File: src/ctgsr_pkg.sv
// Shared types, gate codes and run flush table for the Clifford+T gate stream reducer.
// No dependencies.
package ctgsr_pkg;

  localparam int GateW = 4;
  localparam int MaxOut = 4;

  localparam logic [GateW-1:0] GATE_Z     = 4'd0;
  localparam logic [GateW-1:0] GATE_S     = 4'd1;
  localparam logic [GateW-1:0] GATE_SDG   = 4'd2;
  localparam logic [GateW-1:0] GATE_T     = 4'd3;
  localparam logic [GateW-1:0] GATE_TDG   = 4'd4;
  localparam logic [GateW-1:0] GATE_X     = 4'd5;
  localparam logic [GateW-1:0] GATE_H     = 4'd10;
  localparam logic [GateW-1:0] GATE_EMPTY = 4'd11;

  typedef enum logic [1:0] {
    BASIS_NONE = 2'd0,
    BASIS_Z    = 2'd1,
    BASIS_X    = 2'd2
  } basis_t;

  // results caused by one input item
  typedef struct packed {
    logic [2:0]                  count;
    logic [MaxOut-1:0][GateW-1:0] gates;
    logic                        last;
  } bundle_t;

  typedef struct packed {
    logic [1:0]       count;
    logic [GateW-1:0] g0;
    logic [GateW-1:0] g1;
  } flush_t;

  // rotation in eighths of a turn for a Z-family code 0..4
  function automatic logic [2:0] rot_of(input logic [2:0] idx);
    logic [2:0] r;
    unique case (idx)
      3'd0: r = 3'd4;
      3'd1: r = 3'd2;
      3'd2: r = 3'd6;
      3'd3: r = 3'd1;
      3'd4: r = 3'd7;
      default: r = 3'd0;
    endcase
    return r;
  endfunction

  function automatic flush_t flush_run(input basis_t basis, input logic [2:0] sum);
    flush_t f;
    logic [GateW-1:0] off;
    off = (basis == BASIS_X) ? GATE_X : GATE_Z;
    f.count = 2'd0;
    f.g0 = '0;
    f.g1 = '0;
    if (basis != BASIS_NONE) begin
      unique case (sum)
        3'd1: begin f.count = 2'd1; f.g0 = GATE_T + off; end
        3'd2: begin f.count = 2'd1; f.g0 = GATE_S + off; end
        3'd3: begin f.count = 2'd2; f.g0 = GATE_TDG + off; f.g1 = GATE_Z + off; end
        3'd4: begin f.count = 2'd1; f.g0 = GATE_Z + off; end
        3'd5: begin f.count = 2'd2; f.g0 = GATE_T + off; f.g1 = GATE_Z + off; end
        3'd6: begin f.count = 2'd1; f.g0 = GATE_SDG + off; end
        3'd7: begin f.count = 2'd1; f.g0 = GATE_TDG + off; end
        default: f.count = 2'd0;
      endcase
    end
    return f;
  endfunction

endpackage

File: src/ctgsr_front.sv
// Front end: accepts gate codes, tracks Hadamard parity and the open run, and builds
// the bundle of results for each item. Depends on ctgsr_pkg.
module ctgsr_front import ctgsr_pkg::*; (
  input  logic             clk,
  input  logic             rst,
  input  logic             in_valid,
  output logic             in_ready,
  input  logic [GateW-1:0] gate_code,
  input  logic             last_gate,
  input  logic             q_full,
  output logic             q_push,
  output bundle_t          q_data
);

  logic       parity;
  basis_t     run_basis;
  logic [2:0] run_sum;
  logic       parity_next;
  basis_t     run_basis_next;
  logic [2:0] run_sum_next;

  logic       gate_ok;
  logic       is_x;
  basis_t     in_basis;
  logic [2:0] rot;
  logic       parity_h;
  basis_t     nb;
  logic [2:0] ns;
  flush_t     f_old;
  flush_t     f_new;
  logic       split;
  bundle_t    b;
  logic [2:0] n;

  assign in_ready = !q_full;
  assign gate_ok  = gate_code < GATE_H;
  assign is_x     = gate_code >= GATE_X;
  assign in_basis = (is_x ^ parity) ? BASIS_X : BASIS_Z;
  assign rot      = rot_of(is_x ? 3'(gate_code - GATE_X) : gate_code[2:0]);
  assign parity_h = parity ^ (gate_code == GATE_H);
  assign split    = gate_ok && run_basis != BASIS_NONE && run_basis != in_basis;
  assign f_old    = flush_run(run_basis, run_sum);

  always_comb begin
    if (gate_ok && (run_basis == BASIS_NONE || split)) begin
      nb = in_basis;
      ns = rot;
    end else if (gate_ok) begin
      nb = run_basis;
      ns = 3'(run_sum + rot);
    end else begin
      nb = run_basis;
      ns = run_sum;
    end
  end

  assign f_new = flush_run(nb, ns);

  always_comb begin
    b = '0;
    n = 3'd0;
    if (split) begin
      if (f_old.count != 2'd0) b.gates[0] = f_old.g0;
      if (f_old.count == 2'd2) b.gates[1] = f_old.g1;
      n = {1'b0, f_old.count};
    end
    if (last_gate) begin
      if (f_new.count != 2'd0) begin
        b.gates[n[1:0]] = f_new.g0;
        n = n + 3'd1;
      end
      if (f_new.count == 2'd2) begin
        b.gates[n[1:0]] = f_new.g1;
        n = n + 3'd1;
      end
      if (parity_h) begin
        b.gates[n[1:0]] = GATE_H;
        n = n + 3'd1;
      end
      if (n == 3'd0) begin
        b.gates[0] = GATE_EMPTY;
        n = 3'd1;
      end
      b.last = 1'b1;
    end
    b.count = n;
  end

  assign q_data = b;
  assign q_push = in_valid && in_ready && b.count != 3'd0;

  always_comb begin
    if (last_gate) begin
      parity_next    = 1'b0;
      run_basis_next = BASIS_NONE;
      run_sum_next   = 3'd0;
    end else begin
      parity_next    = parity_h;
      run_basis_next = nb;
      run_sum_next   = ns;
    end
  end

  always_ff @(posedge clk) begin
    if (rst) begin
      parity    <= 1'b0;
      run_basis <= BASIS_NONE;
      run_sum   <= 3'd0;
    end else if (in_valid && in_ready) begin
      parity    <= parity_next;
      run_basis <= run_basis_next;
      run_sum   <= run_sum_next;
    end
  end

endmodule

File: src/ctgsr_queue.sv
// Short bundle queue between front and back ends.
// Depends on ctgsr_pkg.
module ctgsr_queue import ctgsr_pkg::*; #(
  parameter int Depth = 4
) (
  input  logic    clk,
  input  logic    rst,
  input  logic    push,
  input  bundle_t push_data,
  output logic    full,
  input  logic    pop,
  output logic    valid,
  output bundle_t pop_data
);

  localparam int PtrW = $clog2(Depth);
  localparam int CntW = $clog2(Depth + 1);
  localparam logic [PtrW-1:0] PtrMax = PtrW'(Depth - 1);
  localparam logic [CntW-1:0] CntFull = CntW'(Depth);

  bundle_t        mem [Depth];
  logic [PtrW-1:0] wr_ptr;
  logic [PtrW-1:0] rd_ptr;
  logic [CntW-1:0] count;
  logic            do_push;
  logic            do_pop;

  assign full     = count == CntFull;
  assign valid    = count != '0;
  assign pop_data = mem[rd_ptr];
  assign do_push  = push && !full;
  assign do_pop   = pop && valid;

  always_ff @(posedge clk) begin
    if (do_push) mem[wr_ptr] <= push_data;
  end

  always_ff @(posedge clk) begin
    if (rst) begin
      wr_ptr <= '0;
      rd_ptr <= '0;
      count  <= '0;
    end else begin
      if (do_push) wr_ptr <= (wr_ptr == PtrMax) ? '0 : wr_ptr + PtrW'(1);
      if (do_pop) rd_ptr <= (rd_ptr == PtrMax) ? '0 : rd_ptr + PtrW'(1);
      if (do_push && !do_pop) count <= count + CntW'(1);
      else if (do_pop && !do_push) count <= count - CntW'(1);
    end
  end

endmodule

File: src/ctgsr_back.sv
// Back end: holds one bundle in a register and sends its gates one transfer per cycle while out_ready is high.
// Depends on ctgsr_pkg.
module ctgsr_back import ctgsr_pkg::*; (
  input  logic             clk,
  input  logic             rst,
  input  logic             q_valid,
  input  bundle_t          q_data,
  output logic             q_pop,
  output logic             out_valid,
  input  logic             out_ready,
  output logic [GateW-1:0] out_gate,
  output logic             out_last
);

  bundle_t    cur;
  logic       cur_valid;
  logic [1:0] idx;
  logic       at_end;
  logic       done;

  assign at_end    = {1'b0, idx} == cur.count - 3'd1;
  assign done      = !cur_valid || (out_ready && at_end);
  assign q_pop     = done && q_valid;
  assign out_valid = cur_valid;
  assign out_gate  = cur.gates[idx];
  assign out_last  = cur.last && at_end;

  always_ff @(posedge clk) begin
    if (q_pop) cur <= q_data;
  end

  always_ff @(posedge clk) begin
    if (rst) begin
      cur_valid <= 1'b0;
      idx       <= 2'd0;
    end else if (done) begin
      cur_valid <= q_valid;
      idx       <= 2'd0;
    end else if (out_ready) begin
      idx <= idx + 2'd1;
    end
  end

endmodule

File: src/clifford_t_gate_stream_reducer.sv
// Clifford+T gate stream reducer, top level: front end, bundle queue, back end.
// On an idle block an item's bundle is registered in the queue and then in the back end
// before its first result is offered. Throughput: one item per cycle while the queue is not
// full; the queue of QueueDepth bundles lets the input run while results are being sent.
// Reset (rst, synchronous): clears parity, open run, queue and output valid.
// Depends on ctgsr_pkg, ctgsr_front, ctgsr_queue, ctgsr_back.
module clifford_t_gate_stream_reducer import ctgsr_pkg::*; #(
  parameter int QueueDepth = 4
) (
  input  logic       clk,
  input  logic       rst,
  input  logic       s_tvalid,
  output logic       s_tready,
  input  logic [7:0] s_tdata,   // [3:0] gate_code, [7:4] zero
  input  logic       s_tlast,   // last_gate
  output logic       m_tvalid,
  input  logic       m_tready,
  output logic [7:0] m_tdata,   // [3:0] out_gate, [7:4] zero
  output logic       m_tlast    // out_last
);

  logic             q_full;
  logic             q_push;
  bundle_t          q_in;
  logic             q_pop;
  logic             q_valid;
  bundle_t          q_out;
  logic [GateW-1:0] out_gate;

  ctgsr_front u_front (
    .clk       (clk),
    .rst       (rst),
    .in_valid  (s_tvalid),
    .in_ready  (s_tready),
    .gate_code (s_tdata[3:0]),
    .last_gate (s_tlast),
    .q_full    (q_full),
    .q_push    (q_push),
    .q_data    (q_in)
  );

  ctgsr_queue #(.Depth(QueueDepth)) u_queue (
    .clk       (clk),
    .rst       (rst),
    .push      (q_push),
    .push_data (q_in),
    .full      (q_full),
    .pop       (q_pop),
    .valid     (q_valid),
    .pop_data  (q_out)
  );

  ctgsr_back u_back (
    .clk       (clk),
    .rst       (rst),
    .q_valid   (q_valid),
    .q_data    (q_out),
    .q_pop     (q_pop),
    .out_valid (m_tvalid),
    .out_ready (m_tready),
    .out_gate  (out_gate),
    .out_last  (m_tlast)
  );

  assign m_tdata = {4'b0000, out_gate};

`ifndef SYNTH
  a_empty_is_last: assert property (@(posedge clk) disable iff (rst)
    m_tvalid && out_gate == GATE_EMPTY |-> m_tlast)
    else $error("empty marker without tlast");

  a_h_is_last: assert property (@(posedge clk) disable iff (rst)
    m_tvalid && out_gate == GATE_H |-> m_tlast)
    else $error("H emitted before end of sequence");

  a_gate_range: assert property (@(posedge clk) disable iff (rst)
    m_tvalid |-> out_gate <= GATE_EMPTY)
    else $error("output gate code out of range");

  a_push_ready: assert property (@(posedge clk) disable iff (rst)
    q_push |-> !q_full && q_in.count != 3'd0)
    else $error("queue push while full or empty bundle");
`endif

endmodule
File: config.mk
export PLATFORM = sky130hd
export DESIGN_NAME = clifford_t_gate_stream_reducer
export DESIGN_NICKNAME = d
export VERILOG_FILES = /design/src/ctgsr_pkg.sv /design/src/ctgsr_front.sv /design/src/ctgsr_queue.sv /design/src/ctgsr_back.sv /design/src/clifford_t_gate_stream_reducer.sv
export SDC_FILE = /design/constraint.sdc
export NUM_CORES = 1
export LEC_CHECK = 0
export BUFFER_PORTS_ARGS = -buffer_cell sky130_fd_sc_hd__clkbuf_2
export CELL_PAD_IN_SITES_DETAIL_PLACEMENT = 2
export CELL_PAD_IN_SITES_GLOBAL_PLACEMENT = 2
export CORE_UTILIZATION = 39
export DETAILED_ROUTE_END_ITERATION = 12
export HOLD_SLACK_MARGIN = 0.06
export PLACE_DENSITY = 0.83
export SYNTH_ARGS = -nofsm -noshare
export SYNTH_HDL_FRONTEND = slang
export SYNTH_SLANG_ARGS = --single-unit
export TNS_END_PERCENT = 1
File: constraint.sdc
create_clock -name clk -period 7.15 [get_ports clk]
set_input_delay 1.7875 -clock clk [delete_from_list [all_inputs] [get_ports clk]]
set_output_delay 1.7875 -clock clk [all_outputs]
set_load 0.01 [all_outputs]
==> metrics.txt <==
Placed Instance Area 6450 sq um; Clk pwr share 0.362; Routed Antenna Nets 0; Die ar. 16,200 sq um; Final setup viols 0; FF-to-FF End u_queue.mem[3][17]; switch share 0.308; Setup Buffers After CTS 0; slowest cell on the critical path a311oi_1; Final WS setup 345 ps; mux cell area share after synthesis 0.111; clk root buf clkbuf_16; Post-CTS Hold Fix Bufs 0; final hold violation count 0; Max-Cap Viols 0; status finished, final reports clean; Hold Startpoint u_queue.count[2]; Synth Register Bits 116; WHS Endpoint u_queue.count[2]; Net Switching ~0.00073 W; via count 4,173; gpl congestion roughly 0.8; Clock Path Buffers 2; CP endpoint kind flip-flop; Vias/cell between 5 and 6; final instance area 7070 sq um; Yosys warning count 0; Tightest Pin Transition 1180 ps; Pint 0.00165 W; vias in the first global route 4,637; commonest non-fill, non-tap cell in the layout edfxtp_1; Port Buffers 15; Post-Synthesis Cell Area around 6100 sq um; critical path arrival 6930 ps; reg-to-reg startpoint u_front.run_basis[0]; Lkg Pwr approximately 2.5 nW; Worst Path Max Fanout 9; drt wl/cell roughly 25 microns; # fillers 1,469; initial antenna violation count 0; Final period util 0.952; PwrDens 336 nW/um^2; Die Wd about 130 microns; clock latency at the later pin of the worst-skew pair 420 ps; Rows 45; Inserted Diodes 0; Routed WL 18,100 microns; largest family of logic cells by synthesized area multiplexers; initial core utilization 0.401; CTS tree done; core area 15,300 sq um; Sink Count 116; Post-Place Worst Slack -215 ps; I/O pin total 24; ys flop type edfxtp_1; HP Class reg -> reg; post-synthesis cell type count 72; setup slack, reg-to-reg 2180 ps; gr usage total 0.239; 1st-pass router iterations 4; DP HPWL 11,600 microns; Layout area overhead 15.6%; Synth Area in Compound Gates 0.111; Final TNS setup 0 ps; worst-case reg-to-reg path depth 16; FFs w/ async S/R, synth 0; Final #Nets about 550; Num CTS Buffers 17; Synth Area per Inst 12.6 sq um; post-layout util 0.464; Worst Clk Skew 8.47 ps; Max stage delay on crit path between 500 and 600 ps; Combinational Power Share 0.238; Critical Path RT between 7000 and 8000 ps; first-pass GRT wire length about 28,000 microns; Final min period slightly below 7000 ps; adder-cell share of the synthesized area 0.0617; Flop pwr share 0.400; GRT overflow 0; simple-gate area share of the yosys netlist 0.105; fraction of layout cells with a size suffix above 1 0.201; hold depth 2; XOR/XNOR Fraction of Synth Area 0.0270; Slew headroom 0.211; CTS clock-pin slew for the worst setup and hold paths about 60 ps; commonest non-fill, non-tap cells in the layout 100 x edfxtp_1, 44 x nand2_1, 34 x nor2_1; register area share after synthesis 0.543; Post-synth EDFFs 100; achievable frequency 147 MHz; number of remaining DRC errors 0; VDD IR max 0.000161 V; max-slew violation count 0; Synth Instances 484; crit-path cells clkbuf_2, inv_1, ha_2, and3b_1, o41a_1, ha_1, fa_1, mux2i_1, inv_1, a31oi_2, or2_2, a21oi_1, xnor2_2, ha_1, mux2i_1, inv_1, ha_1, nand2_1, xor3_2, nand2_1, a311oi_1; RSZ-0062 raised after global routing false; startpoint types input port; Die Ht 127 microns; Min Hold Slack 534 ps; critical path class in -> reg; DRT iter0 DRCs 292; CTS H-tree depth 4; pin count of the biggest net entering global routing 24
## per-layer routing
layer  GRT usage  routed length, microns
met5           0                       0
met4      0.0938                     349
met2       0.431                    9650
met3      0.0452                     646
met1       0.279                    7450
## cell usage after synthesis, types with 4 or more instances
library cell | instances | area, sq um
nand3_1 | 9 | 45.0
a21oi_1 | 26 | 130
nor3_1 | 6 | 30.0
and3_1 | 5 | 31.3
buf_4 | 6 | 45.0
inv_1 | 23 | 86.3
o21ai_0 | 20 | 100
nor2b_1 | 5 | 31.3
a32oi_1 | 4 | 35.0
mux4_2 | 24 | 541
nor2_1 | 34 | 128
xnor2_1 | 9 | 78.8
and2_1 | 8 | 50.1
a22oi_1 | 5 | 37.5
mux2i_1 | 13 | 130
edfxtp_1 | 100 | 3000
clkbuf_1 | 14 | 52.6
ha_1 | 27 | 338
nand2_1 | 44 | 165
a221oi_1 | 4 | 35.0
a21o_1 | 4 | 30.0
dfxtp_1 | 16 | 320
xor2_1 | 7 | 61.3
## worst max path at each step
stage	slack, ps	depth (start not counted)	startpoint	end
global route	40	20	s_tdata[0]	u_queue.mem[3][17]
CTS	2	21	s_tdata[0]	u_queue.mem[3][2]
detailed placement	-220	21	s_tdata[0]	u_queue.mem[2][4]
global placement	90	20	s_tdata[0]	u_queue.mem[0][1]
floorplan	110	22	s_tdata[0]	u_queue.mem[0][1]
finish	350	21	s_tdata[0]	u_queue.mem[3][17]
## worst max-delay path: cells and delay by family
kind,cells,cell delay [ps]
buffers and inverters,4,550
adder cells (fa/ha/maj),5,1510
XOR/XNOR,2,530
AO/OA/AOI/OAI,4,1400
AND/OR/NAND/NOR,4,840
multiplexers,2,300
## what timing repair did
| item | in CTS | in global routing |
|---|---|---|
| endpoints found under the setup margin | 0 | 24 |
| resized for setup | 0 | 6 |
| endpoints found under the hold margin | 0 | 0 |
## per-stage QoR
stage	total power (W)	std cells
6_report	0.00238	733
4_1_cts	0.00239	733
2_1_floorplan	0.00131	487
3_5_place_dp	0.00150	701
5_1_grt	0.00247	733
3_3_place_gp	0.00143	701
## area by class of cell
class	instances	area, sq um	area share
multi-input cells	318	2610	0.369
clock buffers	17	425	0.0601
clock inverters	15	165	0.0233
repair buffers	31	195	0.0276
well taps	211	264	0.0373
flip-flops and latches	116	3320	0.470
inverters	25	93.8	0.0133
## power by group through the flow
stage	Sequential, W	Clock [W]	Combinational, W
global placement	0.000941	0	0.000488
floorplan	0.000908	0	0.000398
detailed placement	0.000958	0	0.000539
finish	0.000952	0.000860	0.000565
global route	0.000962	0.000895	0.000610
CTS	0.000955	0.000873	0.000560
## flip-flops by register name, indices dropped and copies added, names as in the netlist
| signal | count |
|---|---|
| u_queue.mem | 80 |
| u_back.cur | 20 |
| u_front.run_sum | 3 |
| u_queue.count | 3 |
| u_back.idx | 2 |
| u_front.run_basis | 2 |
| u_queue.rd_ptr | 2 |
| u_queue.wr_ptr | 2 |
| u_back.out_valid | 1 |
| u_front.parity | 1 |
## cells by family (layout without fill, tap and decap cells)
family | after synthesis | count (layout)
buffers and inverters | 53 | 88
AND/OR/NAND/NOR | 132 | 132
adder cells (fa/ha/maj) | 29 | 29
multiplexers | 38 | 38
other | 1 | 4
XOR/XNOR | 17 | 17
AO/OA/AOI/OAI | 98 | 98
flip-flops | 116 | 116
Note: power is estimated with default switching activity, not from simulation.
